$ cat src/hdl/fpn_pkg.sv
// Shared types, constants and arithmetic helpers for the fractal Perlin noise block.
`default_nettype none

package fpn_pkg;

    localparam int TABLE_SIZE      = 256;
    localparam int PERM_W          = 8;
    localparam int DEF_MAX_OCTAVES = 8;
    localparam int DEF_FRAC_BITS   = 16;
    localparam int OUT_W           = 16;

    localparam logic KIND_PERM  = 1'b0;
    localparam logic KIND_QUERY = 1'b1;

    typedef struct packed {
        logic               kind;
        logic [7:0]         perm_index;
        logic [7:0]         perm_value;
        logic signed [31:0] x_pos;
        logic signed [31:0] z_pos;
        logic [3:0]         octave_count;
    } t_in_item;

    typedef struct packed {
        logic [15:0] noise_value;
        logic        clipped;
    } t_out_item;

    typedef enum logic [2:0] {
        S_IDLE,
        S_OCT,
        S_CHK,
        S_DIV,
        S_DONE
    } t_state;

    // Micro-steps of one octave
    typedef enum logic [3:0] {
        ST_TT_X,
        ST_T3_X,
        ST_F_X,
        ST_TT_Z,
        ST_T3_Z,
        ST_F_Z,
        ST_CAP_Z,
        ST_LX1,
        ST_LX2,
        ST_KEEP_X2,
        ST_LR,
        ST_ACC
    } t_step;

    typedef logic signed [18:0] t_gval;

    // q = (6t^2 + 10*2^32 - 15t*2^16) >> 16, tt = t*t
    function automatic logic [19:0] fade_q(input logic [31:0] tt, input logic [15:0] t);
        logic [39:0] s;
        logic [19:0] t15;
        t15 = {t, 4'b0} - {4'b0, t};
        s   = ({8'b0, tt} << 2) + ({8'b0, tt} << 1) + (40'd10 << 32) - ({20'b0, t15} << 16);
        return s[35:16];
    endfunction

    function automatic logic [16:0] fade_cap(input logic [20:0] f);
        if (f > 21'd65536) begin
            return 17'd65536;
        end
        return f[16:0];
    endfunction

    function automatic t_gval grad(input logic [1:0] h, input t_gval x, input t_gval z);
        t_gval g;
        case (h)
            2'd0:    g = x + z;
            2'd1:    g = z - x;
            2'd2:    g = x - z;
            default: g = -x - z;
        endcase
        return g;
    endfunction

endpackage

`default_nettype wire

$ cat src/hdl/fpn_stream_if.sv
// Valid/ready stream channel carrying one payload beat.
`default_nettype none

interface fpn_stream_if #(
    parameter type T = logic
);
    logic valid;
    logic ready;
    T     payload;

    modport source (output valid, output payload, input ready);
    modport sink   (input valid, input payload, output ready);
endinterface

`default_nettype wire

$ cat src/hdl/fractal_perlin_noise_2d.sv
// Fractal 2-D Perlin noise: top level, octave sequencer, shared multiplier and divider.
// Usage:
//   i_in_ch carries one beat per item. kind = KIND_PERM writes perm_value into
//   permutation entry perm_index and yields no result.
//   kind = KIND_QUERY samples noise at (x_pos, z_pos), Q16.16 by default, summed
//   over octave_count octaves (0 counts as 1, large counts clamp to MAX_OCTAVES).
//   o_out_ch returns one beat per query: noise_value (Q0.16) and clipped.
// Sequence:
//   A query runs each octave's micro-steps through one 21x21 multiplier and the
//   permutation RAM read port, then a check state, then a restoring divider
//   for the 16-bit quotient (skipped when the result saturates), then a done
//   state that hands over the result. ready is high only while the sequencer
//   is idle.
// Reset:
//   The permutation table reads as identity after reset; each entry carries a
//   valid flag that is set when it is written, so no clearing pass is needed.
// Stalls:
//   The result sits in an output register; the block goes idle and takes new
//   beats while it waits, and a following query holds at its end until taken.
`default_nettype none

module fractal_perlin_noise_2d import fpn_pkg::*; #(
    parameter int MAX_OCTAVES = DEF_MAX_OCTAVES,
    parameter int FRAC_BITS   = DEF_FRAC_BITS
) (
    input wire logic     i_clk,
    input wire logic     i_rst_n,
    fpn_stream_if.sink   i_in_ch,
    fpn_stream_if.source o_out_ch
);
    localparam int OCT_W = $clog2(MAX_OCTAVES + 1);
    localparam int ACC_W = MAX_OCTAVES + 21;
    localparam int IDX_W = $clog2(TABLE_SIZE);

    t_state r_state, n_state;
    t_step  r_step;

    logic [OCT_W-1:0]        r_oct, r_oct_i;
    logic [31:0]             r_cx, r_cz;
    logic signed [ACC_W-1:0] r_acc;
    logic signed [41:0]      r_prod;
    logic [19:0]             r_q;
    logic [16:0]             r_u, r_w;
    logic [PERM_W-1:0]       r_p0, r_p1, r_h_aa, r_h_ab, r_h_ba, r_h_bb;
    t_gval                   r_x1, r_x2;
    logic [ACC_W-1:0]        r_rem, r_dsh;
    logic [15:0]             r_quo;
    logic [3:0]              r_bit;
    logic [OUT_W-1:0]        r_res_noise;
    logic                    r_res_clip;
    logic                    r_out_valid;
    t_out_item               r_out;
    logic [TABLE_SIZE-1:0]   r_pvalid;
    logic                    r_rvalid;
    logic [IDX_W-1:0]        r_raddr;

    logic                    w_accept, w_we, w_last_oct, w_ge, w_out_free;
    logic [IDX_W-1:0]        w_raddr, w_xi, w_zi;
    logic [PERM_W-1:0]       w_ram_q, w_rd;
    logic [15:0]             w_xf, w_zf;
    logic signed [20:0]      w_ma, w_mb, w_lerp, w_r, w_n;
    logic signed [41:0]      w_prod;
    t_gval                   w_x0, w_x1, w_z0, w_z1, w_g_aa, w_g_ab, w_g_ba, w_g_bb;
    logic [ACC_W-1:0]        w_den, w_top;
    logic [OCT_W-1:0]        w_oct_in;
    logic signed [ACC_W-1:0] w_acc_next;

    // Coordinate fraction rescaled to 16 bits
    generate
        if (FRAC_BITS >= 16) begin : g_frac_shr
            assign w_xf = r_cx[FRAC_BITS-1 -: 16];
            assign w_zf = r_cz[FRAC_BITS-1 -: 16];
        end else begin : g_frac_shl
            assign w_xf = {r_cx[FRAC_BITS-1:0], {(16-FRAC_BITS){1'b0}}};
            assign w_zf = {r_cz[FRAC_BITS-1:0], {(16-FRAC_BITS){1'b0}}};
        end
    endgenerate

    assign w_xi = r_cx[FRAC_BITS +: IDX_W];
    assign w_zi = r_cz[FRAC_BITS +: IDX_W];

    assign w_x0 = $signed({3'b0, w_xf});
    assign w_z0 = $signed({3'b0, w_zf});
    assign w_x1 = w_x0 - 19'sd65536;
    assign w_z1 = w_z0 - 19'sd65536;

    assign w_g_aa = grad(r_h_aa[1:0], w_x0, w_z0);
    assign w_g_ab = grad(r_h_ab[1:0], w_x0, w_z1);
    assign w_g_ba = grad(r_h_ba[1:0], w_x1, w_z0);
    assign w_g_bb = grad(r_h_bb[1:0], w_x1, w_z1);

    // floor(t*(b-a) / 2^16); only the low bits matter as the sum stays small
    assign w_lerp     = $signed(r_prod[36:16]);
    assign w_r        = 21'(r_x1) + w_lerp;
    assign w_n        = (w_r + 21'sd65536) >>> 1;
    assign w_acc_next = (r_acc <<< 1) + ACC_W'(w_n);

    assign w_prod = w_ma * w_mb;

    assign w_den  = ACC_W'((ACC_W'(1) << r_oct) - ACC_W'(1));
    assign w_top  = w_den << 16;
    assign w_ge   = r_rem >= r_dsh;

    assign w_last_oct = (OCT_W'(r_oct_i + 1'b1) == r_oct);
    assign w_accept   = i_in_ch.valid && i_in_ch.ready;
    assign w_we       = w_accept && (i_in_ch.payload.kind == KIND_PERM);
    assign w_out_free = !r_out_valid || o_out_ch.ready;

    always_comb begin
        if (i_in_ch.payload.octave_count == 4'd0) begin
            w_oct_in = OCT_W'(1);
        end else if (int'(i_in_ch.payload.octave_count) > MAX_OCTAVES) begin
            w_oct_in = OCT_W'(MAX_OCTAVES);
        end else begin
            w_oct_in = OCT_W'(i_in_ch.payload.octave_count);
        end
    end

    fpn_ram #(
        .WIDTH (PERM_W),
        .DEPTH (TABLE_SIZE)
    ) u_perm_ram (
        .i_clk   (i_clk),
        .i_we    (w_we),
        .i_waddr (i_in_ch.payload.perm_index),
        .i_wdata (i_in_ch.payload.perm_value),
        .i_raddr (w_raddr),
        .o_rdata (w_ram_q)
    );

    // Unwritten entries read as identity
    assign w_rd = r_rvalid ? w_ram_q : r_raddr;

    // Next state
    always_comb begin
        n_state = r_state;
        case (r_state)
            S_IDLE: begin
                if (w_accept && i_in_ch.payload.kind == KIND_QUERY) begin
                    n_state = S_OCT;
                end
            end
            S_OCT: begin
                if (r_step == ST_ACC && w_last_oct) begin
                    n_state = S_CHK;
                end
            end
            S_CHK: begin
                if (r_acc < 0 || $unsigned(r_acc) >= w_top) begin
                    n_state = S_DONE;
                end else begin
                    n_state = S_DIV;
                end
            end
            S_DIV: begin
                if (r_bit == 4'd0) begin
                    n_state = S_DONE;
                end
            end
            S_DONE: begin
                if (w_out_free) begin
                    n_state = S_IDLE;
                end
            end
            default: n_state = S_IDLE;
        endcase
    end

    // Outputs: handshake, RAM address and multiplier operands
    always_comb begin
        i_in_ch.ready = (r_state == S_IDLE);
        w_raddr       = '0;
        w_ma          = '0;
        w_mb          = '0;
        if (r_state == S_OCT) begin
            case (r_step)
                ST_TT_X: begin
                    w_raddr = w_xi;
                    w_ma    = $signed({5'b0, w_xf});
                    w_mb    = $signed({5'b0, w_xf});
                end
                ST_T3_X: begin
                    w_raddr = IDX_W'(w_xi + 1'b1);
                    w_ma    = $signed({5'b0, r_prod[31:16]});
                    w_mb    = $signed({5'b0, w_xf});
                end
                ST_F_X: begin
                    w_raddr = IDX_W'(r_p0 + w_zi);
                    w_ma    = $signed({5'b0, r_prod[31:16]});
                    w_mb    = $signed({1'b0, r_q});
                end
                ST_TT_Z: begin
                    w_raddr = IDX_W'(r_p0 + w_zi + 1'b1);
                    w_ma    = $signed({5'b0, w_zf});
                    w_mb    = $signed({5'b0, w_zf});
                end
                ST_T3_Z: begin
                    w_raddr = IDX_W'(r_p1 + w_zi);
                    w_ma    = $signed({5'b0, r_prod[31:16]});
                    w_mb    = $signed({5'b0, w_zf});
                end
                ST_F_Z: begin
                    w_raddr = IDX_W'(r_p1 + w_zi + 1'b1);
                    w_ma    = $signed({5'b0, r_prod[31:16]});
                    w_mb    = $signed({1'b0, r_q});
                end
                ST_LX1: begin
                    w_ma = $signed({4'b0, r_u});
                    w_mb = 21'(w_g_ba) - 21'(w_g_aa);
                end
                ST_LX2: begin
                    w_ma = $signed({4'b0, r_u});
                    w_mb = 21'(w_g_bb) - 21'(w_g_ab);
                end
                ST_LR: begin
                    w_ma = $signed({4'b0, r_w});
                    w_mb = 21'(r_x2) - 21'(r_x1);
                end
                default: begin
                    w_ma = '0;
                end
            endcase
        end
    end

    assign o_out_ch.valid   = r_out_valid;
    assign o_out_ch.payload = r_out;

    always_ff @(posedge i_clk) begin
        if (!i_rst_n) begin
            r_state     <= S_IDLE;
            r_step      <= ST_TT_X;
            r_out_valid <= 1'b0;
            r_pvalid    <= '0;
        end else begin
            r_state <= n_state;
            if (w_we) begin
                r_pvalid[i_in_ch.payload.perm_index] <= 1'b1;
            end
            if (r_state == S_OCT) begin
                if (r_step == ST_ACC) begin
                    r_step <= ST_TT_X;
                end else begin
                    r_step <= t_step'(r_step + 1'b1);
                end
            end
            if (r_state == S_DONE && w_out_free) begin
                r_out_valid <= 1'b1;
            end else if (o_out_ch.ready) begin
                r_out_valid <= 1'b0;
            end
        end
    end

    // Datapath
    always_ff @(posedge i_clk) begin
        r_prod   <= w_prod;
        r_raddr  <= w_raddr;
        r_rvalid <= r_pvalid[w_raddr];
        case (r_state)
            S_IDLE: begin
                r_cx    <= i_in_ch.payload.x_pos;
                r_cz    <= i_in_ch.payload.z_pos;
                r_oct   <= w_oct_in;
                r_oct_i <= '0;
                r_acc   <= '0;
            end
            S_OCT: begin
                case (r_step)
                    ST_T3_X: begin
                        r_p0 <= w_rd;
                        r_q  <= fade_q(r_prod[31:0], w_xf);
                    end
                    ST_F_X:   r_p1   <= w_rd;
                    ST_TT_Z: begin
                        r_h_aa <= w_rd;
                        r_u    <= fade_cap(r_prod[36:16]);
                    end
                    ST_T3_Z: begin
                        r_h_ab <= w_rd;
                        r_q    <= fade_q(r_prod[31:0], w_zf);
                    end
                    ST_F_Z:   r_h_ba <= w_rd;
                    ST_CAP_Z: r_h_bb <= w_rd;
                    ST_LX2:   r_x1   <= t_gval'(21'(w_g_aa) + w_lerp);
                    ST_KEEP_X2: begin
                        r_x2 <= t_gval'(21'(w_g_ab) + w_lerp);
                    end
                    ST_ACC: begin
                        r_acc   <= w_acc_next;
                        r_cx    <= r_cx << 1;
                        r_cz    <= r_cz << 1;
                        r_oct_i <= OCT_W'(r_oct_i + 1'b1);
                    end
                    default: begin
                        r_p0 <= r_p0;
                    end
                endcase
                // second fade result is registered in ST_CAP_Z, the step that captures the last hash read
                if (r_step == ST_CAP_Z) begin
                    r_w <= fade_cap(r_prod[36:16]);
                end
            end
            S_CHK: begin
                r_rem <= $unsigned(r_acc);
                r_dsh <= w_den << 15;
                r_bit <= 4'd15;
                r_quo <= '0;
                if (r_acc < 0) begin
                    r_res_noise <= '0;
                    r_res_clip  <= 1'b1;
                end else begin
                    r_res_noise <= '1;
                    r_res_clip  <= 1'b1;
                end
            end
            S_DIV: begin
                if (w_ge) begin
                    r_rem <= r_rem - r_dsh;
                end
                r_dsh <= r_dsh >> 1;
                r_quo <= {r_quo[14:0], w_ge};
                r_bit <= r_bit - 1'b1;
                if (r_bit == 4'd0) begin
                    r_res_noise <= {r_quo[14:0], w_ge};
                    r_res_clip  <= 1'b0;
                end
            end
            S_DONE: begin
                if (w_out_free) begin
                    r_out.noise_value <= r_res_noise;
                    r_out.clipped     <= r_res_clip;
                end
            end
            default: begin
                r_bit <= r_bit;
            end
        endcase
    end

    a_perm_mark: assert property (@(posedge i_clk) disable iff (!i_rst_n)
        w_we |=> r_pvalid[$past(i_in_ch.payload.perm_index)])
        else $error("written permutation entry not marked valid");

    a_oct_range: assert property (@(posedge i_clk) disable iff (!i_rst_n)
        (r_state == S_OCT) |-> (r_oct_i < r_oct))
        else $error("octave index beyond octave count");

    a_div_rem: assert property (@(posedge i_clk) disable iff (!i_rst_n)
        (r_state == S_DIV) |-> (r_rem < (r_dsh << 1)))
        else $error("divider remainder out of range");

    a_clip_ends: assert property (@(posedge i_clk) disable iff (!i_rst_n)
        (o_out_ch.valid && o_out_ch.payload.clipped) |->
        (o_out_ch.payload.noise_value == 16'h0000 || o_out_ch.payload.noise_value == 16'hFFFF))
        else $error("clipped result not at a range end");

endmodule

`default_nettype wire

$ cat src/hdl/fpn_ram.sv
// Generic single-write, single-read RAM with registered read data.
`default_nettype none

module fpn_ram #(
    parameter int WIDTH = 8,
    parameter int DEPTH = 256
) (
    input  wire logic                     i_clk,
    input  wire logic                     i_we,
    input  wire logic [$clog2(DEPTH)-1:0] i_waddr,
    input  wire logic [WIDTH-1:0]         i_wdata,
    input  wire logic [$clog2(DEPTH)-1:0] i_raddr,
    output logic      [WIDTH-1:0]         o_rdata
);
    logic [WIDTH-1:0] r_mem [DEPTH];

    always_ff @(posedge i_clk) begin
        if (i_we) begin
            r_mem[i_waddr] <= i_wdata;
        end
        o_rdata <= r_mem[i_raddr];
    end
endmodule

`default_nettype wire

$ cat src/flat_wrapper.sv
// flat-port wrapper written by rule: the top's interface ports become plain ports
module fractal_perlin_noise_2d_flat import fpn_pkg::*;
#(
    parameter int MAX_OCTAVES = DEF_MAX_OCTAVES,
    parameter int FRAC_BITS   = DEF_FRAC_BITS
)
  (i_clk, i_rst_n, i_in_ch_valid, i_in_ch_payload, i_in_ch_ready, o_out_ch_valid, o_out_ch_payload, o_out_ch_ready);
  fpn_stream_if #(.T(t_in_item)) i_in_ch_i ();
  fpn_stream_if #(.T(t_out_item)) o_out_ch_i ();
  input wire logic i_clk;
  input wire logic i_rst_n;
  input wire logic [$bits(i_in_ch_i.valid)-1:0] i_in_ch_valid;
  input wire logic [$bits(i_in_ch_i.payload)-1:0] i_in_ch_payload;
  output wire logic [$bits(i_in_ch_i.ready)-1:0] i_in_ch_ready;
  output wire logic [$bits(o_out_ch_i.valid)-1:0] o_out_ch_valid;
  output wire logic [$bits(o_out_ch_i.payload)-1:0] o_out_ch_payload;
  input wire logic [$bits(o_out_ch_i.ready)-1:0] o_out_ch_ready;
  assign i_in_ch_i.valid = i_in_ch_valid;
  assign i_in_ch_i.payload = i_in_ch_payload;
  assign i_in_ch_ready = i_in_ch_i.ready;
  assign o_out_ch_valid = o_out_ch_i.valid;
  assign o_out_ch_payload = o_out_ch_i.payload;
  assign o_out_ch_i.ready = o_out_ch_ready;
  fractal_perlin_noise_2d #(.MAX_OCTAVES(MAX_OCTAVES), .FRAC_BITS(FRAC_BITS)) u_core (.i_clk(i_clk), .i_rst_n(i_rst_n), .i_in_ch(i_in_ch_i), .o_out_ch(o_out_ch_i));
endmodule
$ cat config.mk
export PLATFORM = sky130hd
export DESIGN_NAME = fractal_perlin_noise_2d_flat
export DESIGN_NICKNAME = d
export VERILOG_FILES = /design/src/hdl/fpn_pkg.sv /design/src/hdl/fpn_stream_if.sv /design/src/hdl/fractal_perlin_noise_2d.sv /design/src/hdl/fpn_ram.sv /design/src/flat_wrapper.sv
export SDC_FILE = /design/constraint.sdc
export NUM_CORES = 2
export LEC_CHECK = 0
export BUFFER_PORTS_ARGS = -buffer_cell sky130_fd_sc_hd__buf_2
export CAP_MARGIN = 30
export CORE_ASPECT_RATIO = 0.5
export CORE_MARGIN = 1.5
export CORE_UTILIZATION = 45
export CTS_CLUSTER_DIAMETER = 150
export DETAILED_ROUTE_END_ITERATION = 10
export GPL_ROUTABILITY_DRIVEN = 0
export PLACE_DENSITY = 0.71
export SETUP_SLACK_MARGIN = 0.02
export SLEW_MARGIN = 30
export SYNTH_ARGS = -nofsm -noshare
export SYNTH_HDL_FRONTEND = slang
export SYNTH_SLANG_ARGS = --single-unit
$ cat constraint.sdc
create_clock -name i_clk -period 12.6 [get_ports i_clk]
set_input_delay 0.63 -clock i_clk [delete_from_list [all_inputs] [get_ports i_clk]]
set_output_delay 0.63 -clock i_clk [all_outputs]
set_load 0.01 [all_outputs]
==> impl_metrics.json <==
{
  "finalHoldViolations": 0,
  "worst_path_most_repeated_cell": "fa_1",
  "ys.flop_type": "edfxtp_1",
  "io_buffers": 91,
  "syn_area_um2": 135000,
  "cts_made_buffers": 238,
  "area_delta_synth_final_pct": 9.61,
  "power_mw": 39.3,
  "clock_sinks": 2678,
  "hold_class": "in2reg",
  "netlist.area_leader.share_pct": 52.6,
  "peakVddDrop_v": 0.000345,
  "initial_core_util_pct": 45.4,
  "initialDrtViolationCount": 12400,
  "grt_usage_pct": 24.5,
  "p_sw_mw": 17.2,
  "fmax_mhz": 83.0,
  "slowest_delay_ns": 0.54,
  "drive_above_1_share_pct": 7.54,
  "cp-start-kind": "flip-flop",
  "max_slew_margin_pct": 28.2,
  "nets": 12300,
  "synth-async-reset-ratio_pct": 0,
  "syn-instance-count": 11600,
  "clkPwrFrac_pct": 19.4,
  "cp.required_ns": 13.36,
  "finalMaxSlewViolations": 0,
  "critical_path.slowest_cell": "fa_1",
  "finalCritPeriodShare_pct": 95.6,
  "coreArea_um2": 297000,
  "first_pass_iters": 9,
  "die_h_um": 390,
  "synth_cell_types": 100,
  "clockBufferDepth": 4,
  "tightestPinTransition_ns": 1.07,
  "path_class": "reg2reg",
  "fin_tns_setup_ns": 0,
  "syn_nets": 12500,
  "yosys_register_bits": 2678,
  "run_status": "complete, no violations",
  "overflow": 0,
  "synth_edf_count": 2360,
  "ant_nets": 0,
  "p_comb_share_pct": 53.7,
  "grt_max_degree": 175,
  "p_int_mw": 22.1,
  "cts_tree": "yes",
  "cp_top_family": "compound AO/OA/AOI/OAI gates",
  "powerDensity_nw_per_um2": 266,
  "hpwlAfterDp_um": 242000,
  "grt_first_pass_wirelength_um": 573000,
  "critical_path.max_fanout": 9,
  "io_pins": 108,
  "grt_setup_unrepaired": "false",
  "finalCriticalPeriod_ns": 12.04,
  "syn_area_per_cell_um2": 11.7,
  "drt_wl_total_um": 384000,
  "dpl.cell_count": 15200,
  "clock_skew_ns": 0.154,
  "vias": 95900,
  "yosys.area.top_type": "edfxtp_1",
  "synthTopCellsByArea": "edfxtp_1 53%, fa_1 5.3%, dfxtp_1 4.7%",
  "die_area_um2": 303000,
  "instances_no_fill": 15600,
  "yosysSeqAreaShare_pct": 57.3,
  "synth_most_common_cell": "edfxtp_1",
  "clkTransAtPathRegs_ns": 0.07,
  "core.rowCount": 141,
  "cp-end-kind": "flip-flop",
  "root_buffer": "clkbuf_16",
  "leakage_nw": 52.5,
  "yosysWarningCount": 0,
  "h-tree-depth": 4,
  "antenna_found_initial": 10,
  "clkLatencyLatePin_ns": 0.97,
  "drv_cap": 0,
  "post_drt_wl_per_cell_um": 24.6,
  "cp_num_buf_inv": 5,
  "swShare_pct": 43.7,
  "drc": 0,
  "p_seq_share_pct": 26.8,
  "synth_common_cells": "2,360 x edfxtp_1, 1,469 x nand2_1, 1,222 x nor2_1, 645 x inv_1, 563 x o221ai_1",
  "worst_ep_arrival_time_ns": 12.81,
  "die_width_um": 777,
  "setup_viol": 0,
  "grt_pass1_vias": 91800,
  "via_per_inst": 6.13
}
cells by family after synthesis:
kind of cell             after synthesis  synth area share [%]
other                                  2               0.00557
AND/OR/NAND/NOR                     3716                  11.8
adder cells (fa/ha/maj)              834                  9.71
multiplexers                         208                  1.94
XOR/XNOR                             339                  2.20
buffers and inverters               1354                  4.06
AO/OA/AOI/OAI                       2433                  12.9
flip-flops                          2678                  57.3
flip-flops by register name, indices dropped and copies added, names as in the netlist, 8 cells and up:
name                       flops
u_core.u_perm_ram.r_mem     2048
u_core.r_pvalid              256
u_core.r_prod                 37
u_core.r_acc                  29
u_core.r_dsh                  29
u_core.r_rem                  29
u_core.r_cx                   24
u_core.r_cz                   24
u_core.r_q                    20
u_core.r_x1                   19
u_core.r_x2                   19
u_core.o_out_ch.payload       17
u_core.r_u                    17
u_core.r_w                    17
u_core.r_res_noise            16
u_core.r_quo                  15
u_core.r_p0                    8
u_core.r_p1                    8
u_core.r_raddr                 8
u_core.u_perm_ram.o_rdata      8
path summary, 6_finish.rpt:
check	startpoint	endpoint	slack (ns)	cells after the start
max	u_core.r_cx[1]	u_core.r_prod[35]	0.56	46
min	i_in_ch_payload[17]	u_core.r_cz[13]	0.04	3
max reg2reg	u_core.r_cx[1]	u_core.r_prod[35]	0.56	46
min reg2reg	u_core.r_res_noise[12]	u_core.o_out_ch.payload[13]	0.42	0
placed cells by master (no fill, tap or decap), drive strengths merged, types with 99 or more instances in the layout:
cell type | synthesis | final
ha | 475 | 475
edfxtp | 2360 | 2360
a32o | 99 | 99
o21ai | 404 | 404
inv | 651 | 657
o221ai | 563 | 563
nor2 | 1224 | 1224
xnor2 | 259 | 259
mux2i | 156 | 156
nand3 | 459 | 459
buf | 228 | 316
fa | 354 | 354
dfxtp | 318 | 318
nor3 | 123 | 123
clkbuf | 468 | 333
a21oi | 410 | 410
a31oi | 153 | 153
a311oi | 106 | 106
nand2 | 1469 | 1469
metal layers:
metal	vias up	GRT usage, %	share of wire (%)
li1	42400	-	-
met1	47400	33.2	39
met2	5181	38.9	46
met3	962	4.63	10
met4	2	10.2	4.7
met5	-	0	0.0034
power by group through the flow:
stage | Clock (mW) | Combinational [mW] | Sequential (mW)
6_report | 7.63 | 21.1 | 10.5
5_1_grt | 7.99 | 22.7 | 10.6
4_1_cts | 7.67 | 20.6 | 10.5
3_5_place_dp | 0 | 20.4 | 10.7
3_3_place_gp | 0 | 20.0 | 10.7
2_1_floorplan | 0 | 14.5 | 10.7
worst min-delay path: cells and delay by family:
family / cells / cell delay (ns)
buffers and inverters: 1 / 0.08
AO/OA/AOI/OAI: 1 / 0.05
AND/OR/NAND/NOR: 1 / 0.04
what timing repair did:
action	4_1_cts	5_1_grt
setup endpoints to repair	0	6
hold endpoints to repair	1	0
gates resized for setup	0	18
setup buffers	0	7
hold buffers	1	0
cell type report:
class                   count  area (µm²)
multi-input cells        7532       52500
fillers                 25400      149000
flip-flops and latches   2678       77200
repair buffers            321        2420
well taps                4004        5010
diodes                      3        7.51
clock buffers             329        6690
inverters                 658        2510
clock inverters           111        1360
stage by stage:
stage                     hold slack (ns)  setup WS, ns  utilization, %  cell area, µm²
after floorplan                     0.400          1.27               -          135000
after global placement              0.405         0.609            47.0          139000
after detailed placement            0.405         0.319            47.0          139000
after CTS                         0.00820         0.256            49.7          147000
after global routing               0.0312       0.00125            49.8          148000
final                              0.0388         0.556            49.8          148000
Power figures use the tool's default switching activity.
